`src/design/fmpc_pkg.sv`:
```
// package for the flap motor position controller: constants, state record type
`default_nettype none
package fmpc_pkg;

    localparam int CHANNELS_DEF = 4;

    localparam logic [1:0] MODE_TICK = 2'd0;
    localparam logic [1:0] MODE_SET  = 2'd1;
    localparam logic [1:0] MODE_TEST = 2'd2;
    localparam logic [1:0] MODE_RST  = 2'd3;

    localparam logic [1:0] WM_NORMAL = 2'd0;
    localparam logic [1:0] WM_SHORT  = 2'd1;
    localparam logic [1:0] WM_TEST   = 2'd2;
    localparam logic [1:0] WM_STOP   = 2'd3;

    localparam logic [3:0] ST_RESET = 4'd0;
    localparam logic [3:0] ST_WAIT  = 4'd1;
    localparam logic [3:0] ST_HALT  = 4'd2;
    localparam logic [3:0] ST_FWD   = 4'd3;
    localparam logic [3:0] ST_BWD   = 4'd4;
    localparam logic [3:0] ST_JAM   = 4'd5;
    localparam logic [3:0] ST_SHAKE = 4'd6;
    localparam logic [3:0] SS_ENTER = 4'd7;
    localparam logic [3:0] SS_FWD   = 4'd8;
    localparam logic [3:0] SS_BWD   = 4'd9;
    localparam logic [3:0] SS_FIND  = 4'd10;
    localparam logic [3:0] SS_LOSE  = 4'd11;
    localparam logic [3:0] TS_ENTER = 4'd7;
    localparam logic [3:0] TS_FWD   = 4'd8;
    localparam logic [3:0] TS_BWD   = 4'd9;
    localparam logic [3:0] TS_MID   = 4'd10;
    localparam logic [3:0] TS_END   = 4'd11;

    localparam logic [2:0] F_NONE    = 3'd0;
    localparam logic [2:0] F_JAM     = 3'd1;
    localparam logic [2:0] F_SHAKE   = 3'd2;
    localparam logic [2:0] F_SHORT   = 3'd3;
    localparam logic [2:0] F_OPEN    = 3'd4;
    localparam logic [2:0] F_INVALID = 3'd5;

    localparam logic [1:0] DRV_HALT = 2'd0;
    localparam logic [1:0] DRV_FWD  = 2'd1;
    localparam logic [1:0] DRV_BWD  = 2'd2;

    localparam logic [2:0] R_RUN_TIMEOUT = 3'd0;
    localparam logic [2:0] R_JAM_LIMIT   = 3'd1;
    localparam logic [2:0] R_CHANNELS    = 3'd2;
    localparam logic [2:0] R_ACCURACY    = 3'd3;
    localparam logic [2:0] R_LEAD        = 3'd4;
    localparam logic [2:0] R_SHORT_LIM   = 3'd5;
    localparam logic [2:0] R_OPEN_LIM    = 3'd6;
    localparam logic [2:0] R_SHAKE_LIM   = 3'd7;

    // per-channel state record as kept in the memory
    typedef struct packed {
        logic [7:0]  setpoint;
        logic [7:0]  last_feedback;
        logic [1:0]  work_mode;
        logic [3:0]  step_state;
        logic [2:0]  fault_code;
        logic [4:0]  test_bits;
        logic [15:0] run_timer;
        logic [15:0] dwell_timer;
        logic [7:0]  jam_count;
        logic [7:0]  recover_count;
        logic [7:0]  shake_count;
        logic [1:0]  wire_fault;
        logic [7:0]  fault_debounce;
    } chan_rec_t;

    localparam chan_rec_t REC_RESET = '{
        setpoint: 8'd255, last_feedback: 8'd0, work_mode: WM_STOP,
        step_state: ST_RESET, fault_code: F_NONE, test_bits: 5'd0,
        run_timer: 16'd0, dwell_timer: 16'd0, jam_count: 8'd0,
        recover_count: 8'd0, shake_count: 8'd0, wire_fault: 2'd0,
        fault_debounce: 8'd0};

endpackage
`default_nettype wire

```
`src/design/flap_motor_position_controller.sv`:
```
// top level of the flap motor position controller
//
// channel   signals                                      direction
// in        in_valid/in_ready, mode channel feedback     in
//           target tenth_pulse
// cfg       cfg_valid/cfg_ready, cfg_index cfg_data      in
// out       out_valid/out_ready, out_channel drive       out
//           accepted fault test_flags position
//
// each transaction passes through the state memory read and then the update,
// write-back and output register load. reset marks every channel record as
// at reset through per-channel valid bits. a new transaction is taken once
// stage one is empty; while a result waits in the output register the next
// update holds in stage one and the input stalls.
`default_nettype none
module flap_motor_position_controller #(
    parameter int CHANNELS = fmpc_pkg::CHANNELS_DEF
) (
    input  wire         clk,
    input  wire         rst_n,
    input  wire         in_valid,
    output logic        in_ready,
    input  wire  [1:0]  mode,
    input  wire  [1:0]  channel,
    input  wire  [7:0]  feedback,
    input  wire  [7:0]  target,
    input  wire         tenth_pulse,
    input  wire         cfg_valid,
    output logic        cfg_ready,
    input  wire  [2:0]  cfg_index,
    input  wire  [15:0] cfg_data,
    output logic        out_valid,
    input  wire         out_ready,
    output logic [1:0]  out_channel,
    output logic [1:0]  drive,
    output logic        accepted,
    output logic [2:0]  fault,
    output logic [4:0]  test_flags,
    output logic [7:0]  position
);
    import fmpc_pkg::*;

    localparam int AW = (CHANNELS > 1) ? $clog2(CHANNELS) : 1;

    // configuration registers
    logic [15:0] run_timeout_reg;
    logic [7:0]  jam_limit_reg;
    logic [2:0]  channels_used_reg;
    logic [3:0]  accuracy_reg;
    logic [2:0]  lead_reg;
    logic [7:0]  short_limit_reg;
    logic [7:0]  open_limit_reg;
    logic [4:0]  shake_limit_reg;

    assign cfg_ready = 1'b1;

    always_ff @(posedge clk or negedge rst_n)
    begin
        if (!rst_n)
        begin
            run_timeout_reg   <= 16'd150;
            jam_limit_reg     <= 8'd4;
            channels_used_reg <= 3'd3;
            accuracy_reg      <= 4'd5;
            lead_reg          <= 3'd1;
            short_limit_reg   <= 8'd5;
            open_limit_reg    <= 8'd250;
            shake_limit_reg   <= 5'd3;
        end
        else if (cfg_valid)
        begin
            case (cfg_index)
                R_RUN_TIMEOUT: run_timeout_reg   <= cfg_data;
                R_JAM_LIMIT:   jam_limit_reg     <= cfg_data[7:0];
                R_CHANNELS:    channels_used_reg <= cfg_data[2:0];
                R_ACCURACY:    accuracy_reg      <= cfg_data[3:0];
                R_LEAD:        lead_reg          <= cfg_data[2:0];
                R_SHORT_LIM:   short_limit_reg   <= cfg_data[7:0];
                R_OPEN_LIM:    open_limit_reg    <= cfg_data[7:0];
                default:       shake_limit_reg   <= cfg_data[4:0];
            endcase
        end
    end

    // stage 1: accepted transaction waiting on the memory read
    logic        s1_valid_reg;
    logic [1:0]  s1_mode_reg;
    logic [1:0]  s1_chan_reg;
    logic [7:0]  s1_fb_reg;
    logic [7:0]  s1_target_reg;
    logic        s1_tenth_reg;

    logic in_fire;
    logic out_free;

    // output register frees when empty or being taken
    assign out_free = !out_valid || out_ready;
    assign in_ready = !s1_valid_reg;
    assign in_fire  = in_valid && in_ready;

    logic chan_ok_in;
    assign chan_ok_in = ({1'b0, channel} < channels_used_reg) &&
                        (32'(channel) < CHANNELS);

    // state memory with registered read
    chan_rec_t mem [CHANNELS];
    chan_rec_t rd_reg;
    logic [CHANNELS-1:0] init_reg;
    logic        wr_en;
    logic [AW-1:0] wr_addr;
    chan_rec_t   wr_data;

    always_ff @(posedge clk)
    begin
        if (in_fire && chan_ok_in)
            rd_reg <= mem[AW'(channel)];
        if (wr_en)
            mem[wr_addr] <= wr_data;
    end

    always_ff @(posedge clk or negedge rst_n)
    begin
        if (!rst_n)
            init_reg <= '0;
        else if (wr_en)
            init_reg[wr_addr] <= 1'b1;
    end

    logic init_s1_reg;
    always_ff @(posedge clk or negedge rst_n)
    begin
        if (!rst_n)
            init_s1_reg <= 1'b0;
        else if (in_fire)
            init_s1_reg <= init_reg[AW'(channel)];
    end

    logic s1_ok_reg;
    logic advance;
    assign advance = s1_valid_reg && out_free;

    // stage 1 control
    always_ff @(posedge clk or negedge rst_n)
    begin
        if (!rst_n)
            s1_valid_reg <= 1'b0;
        else if (in_fire)
            s1_valid_reg <= 1'b1;
        else if (advance)
            s1_valid_reg <= 1'b0;
    end

    always_ff @(posedge clk)
    begin
        if (in_fire)
        begin
            s1_mode_reg   <= mode;
            s1_chan_reg   <= channel;
            s1_fb_reg     <= feedback;
            s1_target_reg <= target;
            s1_tenth_reg  <= tenth_pulse;
            s1_ok_reg     <= chan_ok_in;
        end
    end

    // update logic
    chan_rec_t r;
    chan_rec_t n;
    logic [1:0] drv;
    logic       ok;
    logic signed [9:0] sp, dset, dpos, pos, acc, ld, sh, sl, ol;
    logic signed [9:0] tp, diff, adset, adpos;
    logic        fwd;
    logic [15:0] lim;

    always_comb
    begin
        r    = init_s1_reg ? rd_reg : REC_RESET;
        n    = r;
        drv  = DRV_HALT;
        ok   = 1'b1;
        pos  = 10'(s1_fb_reg);
        acc  = 10'(accuracy_reg);
        ld   = 10'(lead_reg);
        sh   = 10'(shake_limit_reg);
        sl   = 10'(short_limit_reg);
        ol   = 10'(open_limit_reg);
        sp   = 10'(r.setpoint);
        dset = '0;
        dpos = '0;
        adset = '0;
        adpos = '0;
        tp   = '0;
        diff = '0;
        fwd  = 1'b0;
        lim  = '0;
        case (s1_mode_reg)
            MODE_TICK:
            begin
                if (s1_tenth_reg)
                begin
                    if (n.run_timer != 16'hFFFF) n.run_timer = n.run_timer + 16'd1;
                    if (n.dwell_timer != 16'hFFFF)
                        n.dwell_timer = n.dwell_timer + 16'd1;
                end
                // setpoint clamps
                if (sp != 10'sd255)
                begin
                    if (sp < sl)
                        sp = (sl + 10'sd2 > 10'sd254) ? 10'sd254 : sl + 10'sd2;
                    if (sp > ol)
                        sp = (ol - 10'sd2 < 10'sd0) ? 10'sd0 : ol - 10'sd2;
                    n.setpoint = sp[7:0];
                end
                // wiper fault debounce
                if (s1_fb_reg > open_limit_reg || s1_fb_reg < short_limit_reg)
                begin
                    if (n.fault_debounce < 8'd5)
                        n.fault_debounce = n.fault_debounce + 8'd1;
                    else
                        n.wire_fault = (s1_fb_reg > open_limit_reg) ? 2'd2 : 2'd1;
                end
                else
                begin
                    if (n.fault_debounce != 8'd0)
                        n.fault_debounce = n.fault_debounce - 8'd1;
                    else
                        n.wire_fault = 2'd0;
                end
                dset  = pos - sp;
                dpos  = pos - 10'(r.last_feedback);
                adset = dset < 0 ? -dset : dset;
                adpos = dpos < 0 ? -dpos : dpos;
                n.last_feedback = s1_fb_reg;
                case (r.work_mode)
                    WM_NORMAL:
                    begin
                        if (sp == 10'sd255)
                            n.work_mode = WM_STOP;
                        else if (n.wire_fault != 2'd0)
                        begin
                            n.work_mode  = WM_SHORT;
                            n.step_state = SS_ENTER;
                            n.run_timer  = '0;
                            n.fault_code = (n.wire_fault == 2'd1) ? F_SHORT : F_OPEN;
                        end
                        else
                        begin
                            case (r.step_state)
                                ST_HALT:
                                begin
                                    if (adpos <= sh)
                                    begin
                                        if (adset < acc)
                                        begin
                                            n.fault_code = F_NONE;
                                            n.recover_count = '0;
                                        end
                                        else
                                            n.step_state = (dset > 0) ? ST_BWD : ST_FWD;
                                    end
                                    else
                                    begin
                                        n.fault_code = F_SHAKE;
                                        n.step_state = ST_SHAKE;
                                    end
                                end
                                ST_FWD, ST_BWD:
                                begin
                                    fwd = (r.step_state == ST_FWD);
                                    drv = fwd ? DRV_FWD : DRV_BWD;
                                    if (fwd ? (dpos < -10'sd3 || dpos > 10'sd30)
                                            : (dpos > 10'sd3 || dpos < -10'sd30))
                                    begin
                                        n.step_state = ST_HALT;
                                        drv = DRV_HALT;
                                    end
                                    if (fwd ? (dset >= -ld) : (dset < ld))
                                    begin
                                        n.step_state  = ST_WAIT;
                                        n.dwell_timer = '0;
                                        drv = DRV_HALT;
                                    end
                                    else
                                    begin
                                        lim = (r.jam_count == 8'd0) ? run_timeout_reg
                                              : 16'd20;
                                        if (n.run_timer >= lim)
                                        begin
                                            n.run_timer  = '0;
                                            n.step_state = ST_JAM;
                                            n.fault_code = F_JAM;
                                            if (n.jam_count != 8'hFF)
                                                n.jam_count = n.jam_count + 8'd1;
                                            drv = DRV_HALT;
                                        end
                                    end
                                end
                                ST_JAM:
                                begin
                                    if (adset < acc)
                                    begin
                                        n.step_state = ST_HALT;
                                        n.fault_code = F_NONE;
                                    end
                                    else if (r.jam_count >= jam_limit_reg)
                                        n.fault_code = F_JAM;
                                    else if (n.run_timer >= 16'd100)
                                    begin
                                        n.run_timer  = '0;
                                        n.step_state = (dset < 0) ? ST_FWD : ST_BWD;
                                    end
                                end
                                ST_SHAKE:
                                begin
                                    if (adpos <= sh)
                                    begin
                                        if (n.dwell_timer >= 16'd10)
                                        begin
                                            n.dwell_timer = '0;
                                            n.step_state  = ST_HALT;
                                            if (n.shake_count != 8'hFF)
                                                n.shake_count = n.shake_count + 8'd1;
                                        end
                                    end
                                    else
                                        n.dwell_timer = '0;
                                end
                                ST_RESET:
                                begin
                                    n.run_timer   = '0;
                                    n.jam_count   = '0;
                                    n.shake_count = '0;
                                    if (dset == 0)
                                    begin
                                        n.step_state = ST_HALT;
                                        n.fault_code = F_NONE;
                                    end
                                    else
                                        n.step_state = (dset < 0) ? ST_FWD : ST_BWD;
                                end
                                default:
                                begin
                                    n.step_state = ST_WAIT;
                                    if (n.dwell_timer >= 16'd5)
                                    begin
                                        n.dwell_timer = '0;
                                        n.step_state  = ST_HALT;
                                    end
                                end
                            endcase
                        end
                    end
                    WM_SHORT:
                    begin
                        case (r.step_state)
                            SS_FWD:
                            begin
                                if (n.run_timer >= 16'd20)
                                begin
                                    n.run_timer  = '0;
                                    n.step_state = SS_BWD;
                                end
                                if (n.wire_fault == 2'd0 && s1_fb_reg > 8'd51 &&
                                    s1_fb_reg < 8'd200)
                                begin
                                    n.step_state = SS_FIND;
                                    n.run_timer  = '0;
                                end
                                drv = (r.fault_code == F_SHORT) ? DRV_BWD : DRV_FWD;
                            end
                            SS_BWD:
                            begin
                                if (n.run_timer >= 16'd20)
                                begin
                                    n.run_timer = '0;
                                    if (n.wire_fault != 2'd0)
                                        n.step_state = SS_LOSE;
                                    else
                                        n.step_state = SS_FIND;
                                end
                                drv = (r.fault_code == F_SHORT) ? DRV_FWD : DRV_BWD;
                            end
                            SS_FIND:
                            begin
                                if (n.wire_fault != 2'd0) n.step_state = SS_LOSE;
                                if (n.run_timer >= 16'd5)
                                begin
                                    n.run_timer  = '0;
                                    n.step_state = ST_HALT;
                                    n.work_mode  = WM_NORMAL;
                                    n.jam_count  = '0;
                                end
                            end
                            SS_LOSE:
                            begin
                                if (n.wire_fault == 2'd0)
                                begin
                                    n.step_state = ST_SHAKE;
                                    n.work_mode  = WM_NORMAL;
                                    n.run_timer  = '0;
                                end
                            end
                            default:
                            begin
                                if (n.run_timer >= 16'd5)
                                begin
                                    n.run_timer = '0;
                                    if (n.wire_fault == 2'd0)
                                        n.step_state = SS_FIND;
                                    else
                                        n.step_state = (r.recover_count < 8'd3) ? SS_FWD
                                                       : SS_LOSE;
                                    if (n.recover_count != 8'hFF)
                                        n.recover_count = n.recover_count + 8'd1;
                                end
                            end
                        endcase
                    end
                    WM_TEST:
                    begin
                        case (r.step_state)
                            TS_FWD:
                            begin
                                if (dpos < -10'sd3 || dpos > 10'sd30)
                                    n.test_bits[0] = 1'b1;
                                if (n.run_timer >= 16'd100)
                                begin
                                    n.run_timer = '0;
                                    if (s1_fb_reg < 8'd10) n.test_bits[1] = 1'b1;
                                    else if (s1_fb_reg < 8'd240) n.test_bits[2] = 1'b1;
                                    n.step_state = TS_BWD;
                                end
                                drv = DRV_FWD;
                            end
                            TS_BWD:
                            begin
                                if (dpos > 10'sd3 || dpos < -10'sd30)
                                    n.test_bits[0] = 1'b1;
                                if (n.run_timer >= 16'd100)
                                begin
                                    n.run_timer = '0;
                                    if (s1_fb_reg > 8'd250) n.test_bits[1] = 1'b1;
                                    else if (s1_fb_reg > 8'd10) n.test_bits[2] = 1'b1;
                                    n.step_state = TS_MID;
                                end
                                drv = DRV_BWD;
                            end
                            TS_MID:
                            begin
                                if (pos > 10'sd128 - acc && pos < 10'sd128 + acc)
                                begin
                                    n.test_bits[3] = 1'b1;
                                    n.step_state   = TS_END;
                                end
                                else if (pos < 10'sd128) drv = DRV_FWD;
                                else if (pos > 10'sd128) drv = DRV_BWD;
                                if (n.run_timer >= 16'd100)
                                begin
                                    n.run_timer = '0;
                                    n.test_bits[4:3] = 2'b11;
                                    n.step_state = TS_END;
                                end
                                if (n.step_state == TS_END) drv = DRV_HALT;
                            end
                            TS_END:
                            begin
                                n.step_state = ST_HALT;
                                n.work_mode  = WM_NORMAL;
                            end
                            default:
                            begin
                                n.run_timer  = '0;
                                n.step_state = TS_FWD;
                                n.test_bits  = '0;
                            end
                        endcase
                    end
                    default:
                    begin
                        if (sp != 10'sd255)
                        begin
                            n.step_state = ST_SHAKE;
                            n.work_mode  = WM_NORMAL;
                            n.run_timer  = '0;
                        end
                    end
                endcase
            end
            MODE_SET:
            begin
                if (s1_target_reg == 8'd255)
                begin
                    n.setpoint = 8'd255;
                    if (r.work_mode != WM_TEST) n.work_mode = WM_STOP;
                end
                else
                begin
                    tp = 10'(s1_target_reg);
                    if (tp <= sl) tp = sl + 10'sd1;
                    if (tp >= ol) tp = ol - 10'sd1;
                    if (tp < 0) tp = '0;
                    if (tp > 10'sd254) tp = 10'sd254;
                    diff = sp - tp;
                    if (diff < 0) diff = -diff;
                    if (diff > 10'sd2)
                    begin
                        if (r.work_mode == WM_NORMAL)
                            n.step_state = ST_RESET;
                        else if (r.work_mode == WM_SHORT)
                        begin
                            if (diff > 10'sd10)
                            begin
                                n.step_state    = SS_ENTER;
                                n.recover_count = '0;
                            end
                            else
                                ok = 1'b0;
                        end
                        if (ok) n.setpoint = tp[7:0];
                    end
                end
            end
            MODE_TEST:
            begin
                n.work_mode  = WM_TEST;
                n.step_state = TS_ENTER;
            end
            default:
            begin
                n.step_state = ST_RESET;
                n.work_mode  = WM_NORMAL;
            end
        endcase
    end

    assign wr_en   = advance && s1_ok_reg;
    assign wr_addr = AW'(s1_chan_reg);
    assign wr_data = n;

    // output register
    always_ff @(posedge clk or negedge rst_n)
    begin
        if (!rst_n)
            out_valid <= 1'b0;
        else if (advance)
            out_valid <= 1'b1;
        else if (out_ready)
            out_valid <= 1'b0;
    end

    always_ff @(posedge clk)
    begin
        if (advance)
        begin
            out_channel <= s1_chan_reg;
            if (s1_ok_reg)
            begin
                drive      <= drv;
                accepted   <= ok;
                fault      <= n.fault_code;
                test_flags <= n.test_bits;
                position   <= n.last_feedback;
            end
            else
            begin
                drive      <= DRV_HALT;
                accepted   <= 1'b0;
                fault      <= F_INVALID;
                test_flags <= '0;
                position   <= '0;
            end
        end
    end

endmodule
`default_nettype wire
```
`config.mk`:
```
export PLATFORM = sky130hd
export DESIGN_NAME = flap_motor_position_controller
export DESIGN_NICKNAME = d
export VERILOG_FILES = /design/src/design/fmpc_pkg.sv /design/src/design/flap_motor_position_controller.sv
export SDC_FILE = /design/constraint.sdc
export NUM_CORES = 1
export LEC_CHECK = 0
export BUFFER_PORTS_ARGS = -buffer_cell sky130_fd_sc_hd__buf_4
export CORE_MARGIN = 5
export CORE_UTILIZATION = 59
export DETAILED_ROUTE_END_ITERATION = 12
export GPL_TIMING_DRIVEN = 1
export PLACE_DENSITY = 0.84
export SYNTH_ARGS = -nofsm -noshare
export SYNTH_HDL_FRONTEND = slang
export SYNTH_SLANG_ARGS = --single-unit
```
`constraint.sdc`:
```
create_clock -name clk -period 17 [get_ports clk]
set_input_delay 0 -clock clk [delete_from_list [all_inputs] [get_ports clk]]
set_output_delay 0 -clock clk [all_outputs]
set_load 0.01 [all_outputs]
```
==> results_dict.tcl, run 1 <==
set metrics [dict create \
    slew_viol_final 0 \
    critPathMaxFanout 49 \
    cp-start-kind "flop" \
    worst-path-buf-inv 4 \
    period_share_pct 56.8 \
    synth_cell_type_count 102 \
    final_cell_mix "edfxtp_1 (483), nand2_1 (235), nor2_1 (151), ha_1 (149), o21ai_0 (142)" \
    syn_area_per_cell_sq_um 11.9 \
    drive_gt1_share_pct 15.3 \
    gr-total-overflow 0 \
    numClockSinks 545 \
    gp_congestion 0.964 \
    dpl.hpwl_microns 56000 \
    cap_violations 0 \
    critPathSlowestCell "a21oi_1" \
    nNetsFinal 2815 \
    wire_per_inst_microns 25.2 \
    finalHoldViolations 0 \
    drc 0 \
    die_x_microns 236 \
    num_rows 82 \
    grt_pass1_wl_microns 128000 \
    fp.dieH_microns 236 \
    wirelength_microns 84000 \
    max_freq_mhz 104 \
    grt_max_degree 63 \
    insertion_delay_ps 620 \
    endpoint_kind "flop" \
    worst-slew-pin-transition_ps 1300 \
    synth-seq-cells 545 \
    cts_tree "yes" \
    dr.pass1.iters 6 \
    top_usage_layer "met2" \
    use_met2_pct 46.3 \
    setup_viol 0 \
    synth_top_cell_by_area "edfxtp_1" \
    cts-root-buf "clkbuf_16" \
    fin_worst_skew_ps 16.4 \
    use_met1_pct 41.5 \
    path_class "flop to flop" \
    relSlewSlack_pct 12.5 \
    vias 22551 \
    netlist_area_sq_mm 0.0301 \
    placed_area_sq_mm 0.0312 \
    synth_edf_count 483 \
    status "complete, no violations" \
    post_cts_buffers 0 \
    fillers 3480 \
    h-tree-depth 2 \
    die_area_sq_mm 0.0556 \
    period_minus_slack_ps 9660 \
    ios 69 \
    grtUsageMet3_pct 6.12 \
    p_leak_uw 0.0120 \
    layout_commonest_cell "edfxtp_1" \
    antenna_found_initial 2 \
    max_stage_delay_ps 850 \
    cts_buffer_depth 3 \
    stdcell_area_sq_mm 0.0336 \
    peakVddDrop_mv 0.0836 \
    rsz0062_at_grt "false" \
    grtUsageTotal_pct 29.3 \
    synth_ff_type "edfxtp_1" \
    cellPowerDensity_mw_per_mm2 174 \
    synthArstFlopShare_pct 11.4 \
    synth_top_cell_area_share_pct 48.3 \
    drtIter0Drc 2984 \
    clkTransAtPathRegs_ps 70 \
    num_antenna_cells 0 \
    synth_area_leaders "edfxtp_1 (48%), mux4_2 (6.7%), ha_1 (6.2%), dfrtp_1 (3.5%), nand2_1 (2.9%)" \
    synth_nets 2713 \
    setup_tns_ps 0 \
    grt_pass1_vias 21830 \
    core_area_sq_mm 0.0503 \
    ant_nets 0 \
    largest_reg_flops 352 \
    start_util_pct 59.8 \
    worstHoldPathType "input pin to asynchronous set/reset pin" \
    netlist_instances 2516 \
    cp.arrival_ps 10000 \
    area_delta_synth_final_pct 11.8 \
    cpLargestDelayFamily "compound AO/OA/AOI/OAI gates" \
    cp.required_ps 17340 \
    io_buffers 67 \
    cts_made_buffers 56 \
    vias_per_cell 6.76 \
    ys_seq_area_share_pct 53.5 \
    ys.warnings.count 0 \
]
==> kinds of logic after synthesis <==
| kind of cell | share of synthesized area (%) |
|---|---|
| simple gates | 14.1 |
| other cells | 0.0125 |
| fa+ha+maj | 6.40 |
| compound gates | 12.2 |
| flops | 53.5 |
| mux | 9.63 |
| xor+xnor | 1.43 |
| buf+inv | 2.76 |
==> layer usage <==
metal | wire length (microns) | part of all wire [%]
met1 | 33900 | 40
met2 | 38500 | 46
met3 | 8680 | 10
met4 | 2900 | 3.5
met5 | 30 | 0.036
==> Yosys cell counts, types with 24 or more instances <==
cell type / count
edfxtp_1: 483
nand2_1: 235
nor2_1: 154
ha_1: 149
o21ai_0: 142
a21oi_1: 123
inv_1: 99
mux4_2: 89
nand3_1: 83
clkbuf_1: 76
nor3_1: 69
mux2_2: 54
dfrtp_1: 42
nand4_1: 41
xnor2_1: 39
nand2b_1: 38
and2_1: 36
a21o_1: 34
mux2i_1: 28
a211oi_1: 24
==> where the power goes <==
part | internal, uW | leakage [uW] | total [uW] | switching, uW
registers | 1770 | 0.00516 | 1930 | 153
clock network | 714 | 0.000904 | 1240 | 526
logic | 943 | 0.00598 | 2680 | 1730
total | 3430 | 0.0120 | 5840 | 2410
==> cell type report <==
type | count | area (sq um) | share of cell area (%)
Sequential cell | 545 | 16100 | 47.9
Clock buffer | 62 | 1420 | 4.24
Inverter | 103 | 387 | 1.15
Timing Repair Buffer | 148 | 1240 | 3.69
Multi-Input combinational cell | 1764 | 13200 | 39.3
Tap cell | 672 | 841 | 2.50
Clock inverter | 43 | 432 | 1.28
==> repair_timing <==
item,CTS,global route
setup endpoints to repair,0,0
gates resized for setup,0,0
endpoints found under the hold margin,151,0
hold buffers,50,0
==> through the flow <==
| step | total power [uW] | std cells | setup slack [ps] | util, % | hold WS (ps) |
|---|---|---|---|---|---|
| after floorplan | 3740 | 2516 | 8740 | - | -296 |
| after global placement | 4420 | 3182 | 7990 | 62.2 | 143 |
| after detailed placement | 4520 | 3182 | 7680 | 62.2 | 159 |
| after CTS | 5780 | 3337 | 7630 | 66.8 | 45.9 |
| after global routing | 6170 | 3337 | 6670 | 66.8 | 85.5 |
| final | 5840 | 3337 | 7340 | 66.8 | 45.0 |
==> final timing paths <==
kind,from,endpoint,slack (ps),depth (start not counted)
max,init_s1_reg,mem[2][59],7340,34
min,rst_n,short_limit_reg[3],50,2
max reg2reg,init_s1_reg,mem[2][59],7340,34
min reg2reg,init_reg[2],init_reg[2],470,1
max in group asynchronous,rst_n,init_s1_reg,16290,2
min in group clk,tenth_pulse,s1_tenth_reg,100,2
Power figures use the tool's default switching activity.
==> run 2: changes to the inputs <==
- clock period: 17 -> 9.8 ns (I/O delays scaled with it)
==> results_dict.tcl, run 2 (same netlist as run 1, synthesis figures left out) <==
set metrics [dict create \
    path_class "flop to flop" \
    stdcell_area_sq_mm 0.0338 \
    finalHoldViolations 0 \
    vias_per_cell 6.82 \
    cts_buffer_depth 3 \
    switching_share_pct 40.8 \
    wl_met1_microns 32600 \
    dr.max_layer_used "met4" \
    insertion_delay_ps 630 \
    period_minus_slack_ps 9230 \
    p_int_uw 6090 \
    cp-start-kind "flop" \
    endpoint_kind "flop" \
    drc 0 \
    max_stage_delay_ps 690 \
    cellPowerDensity_mw_per_mm2 305 \
    nNetsFinal 2822 \
    vias 22791 \
    fin_worst_skew_ps 14.9 \
    h-tree-depth 2 \
    slew_viol_final 0 \
    grt_pass1_vias 22506 \
    critPathMaxFanout 35 \
    setup_viol 0 \
    p_comb_share_pct 45.5 \
    cts_made_buffers 56 \
    power_uw 10300 \
    grt_pass1_wl_microns 129000 \
    largest_reg_flops 352 \
    start_util_pct 59.8 \
    max_freq_mhz 108 \
    gr-total-overflow 0 \
    peakVddDrop_mv 0.187 \
    p_switching_uw 4200 \
    die_area_sq_mm 0.0556 \
    wirelength_microns 83800 \
    cp.arrival_ps 9560 \
    dr.pass1.iters 7 \
    met3_length_microns 8740 \
    wl_met2_microns 38900 \
    rsz0062_at_grt "false" \
    layout_commonest_cell "edfxtp_1" \
    drive_gt1_share_pct 15.4 \
    final_cells 3341 \
    p_leak_uw 0.0121 \
    grtUsageTotal_pct 29.3 \
    ios 69 \
    antenna_found_initial 1 \
    final_cell_mix "edfxtp_1 (483), nand2_1 (235), nor2_1 (151), ha_1 (149), o21ai_0 (142)" \
    numClockSinks 545 \
    placed_area_sq_mm 0.0312 \
    gp_congestion 0.981 \
    worst-slew-pin-transition_ps 1350 \
    seqPwrFrac_pct 32.4 \
    die_x_microns 236 \
    worst_path_most_repeated_cell "o21ai_0" \
    worstHoldPathType "input pin to asynchronous set/reset pin" \
    num_rows 82 \
    grt_max_degree 70 \
    area_delta_synth_final_pct 12.4 \
    cp.required_ps 10130 \
    status "complete, no violations" \
    clkTransAtPathRegs_ps 60 \
    placed_cells_incl_taps 3179 \
    fp.dieH_microns 236 \
    dp_slack_ps 891 \
    cts-root-buf "clkbuf_16" \
    io_buffers 67 \
    critPathSlowestCell "dfrtp_4" \
    finalWorstSetupSlack_ps 574 \
    cts-resized-gates 0 \
    dpl.hpwl_microns 56300 \
    ant_nets 0 \
    setup_tns_ps 0 \
    fillers 3535 \
    clkPwrFrac_pct 22.0 \
    relSlewSlack_pct 9.06 \
    wire_per_inst_microns 25.1 \
    cts_tree "yes" \
    core_area_sq_mm 0.0503 \
    cap_violations 0 \
    drtIter0Drc 3287 \
    period_share_pct 94.1 \
    num_antenna_cells 0 \
]
==> run 2: cell count changes in the layout (fill, tap and decap cells not counted), moves of 2 or more <==
cell           change
buf_4              -3
dlygate4sd3_1     +10
clkinv_2           +3
clkinv_1          -11
clkinvlp_4         +3
bufinv_16          +4
clkbuf_1           +2
inv_6              -6
==> run 2: stage by stage <==
step / hold slack, ps / util [%]
final: 26.0 / 67.2
after global routing: 82.8 / 67.2
after detailed placement: 159 / 62.1
after CTS: 43.8 / 67.2
after global placement: 144 / 62.1
after floorplan: -296 / -
==> run 2: worst max-delay path: cells and delay by family (launching register included) <==
family / cells / cell delay (ps)
compound gates: 15 / 3270
simple gates: 9 / 2020
fa+ha+maj: 4 / 1370
buf+inv: 4 / 900
flops: 1 / 690
mux: 2 / 690
==> run 2: final cells by class <==
type	count	area, sq um	area share (%)
Sequential cell	545	16100	47.6
Multi-Input combinational cell	1764	13200	39.1
Clock buffer	65	1460	4.31
Timing Repair Buffer	155	1320	3.90
Tap cell	672	841	2.49
Clock inverter	37	497	1.47
Inverter	103	387	1.14
==> run 2: layer usage <==
layer / vias up / global-route usage, %
li1: 9952 / -
met1: 11022 / 40.4
met2: 1512 / 46.8
met3: 305 / 5.27
met4: 0 / 11.6
met5: - / 0
==> run 2: path summary, 6_finish.rpt <==
| check | to | cells after the start | slack [ps] | start |
|---|---|---|---|---|
| max | mem[0][58] | 34 | 570 | init_s1_reg |
| min in group clk | s1_target_reg[7] | 2 | 90 | target[7] |
| max reg2reg | mem[0][58] | 34 | 570 | init_s1_reg |
| min | short_limit_reg[6] | 2 | 30 | rst_n |
| max in group asynchronous | init_s1_reg | 2 | 9140 | rst_n |
| min reg2reg | init_reg[2] | 1 | 480 | init_reg[2] |
==> run 2: repair_timing <==
action,CTS,global route
buffers inserted,0,0
endpoints found under the hold margin,140,0
setup endpoints to repair,0,0
hold buffers,60,0
==> run 2: power groups by stage <==
stage | combinational [uW] | sequential, uW | clock [uW]
floorplan | 3240 | 3260 | 0
global placement | 4320 | 3350 | 0
detailed placement | 4480 | 3370 | 0
CTS | 4550 | 3330 | 2290
global route | 5080 | 3360 | 2390
finish | 4680 | 3340 | 2270
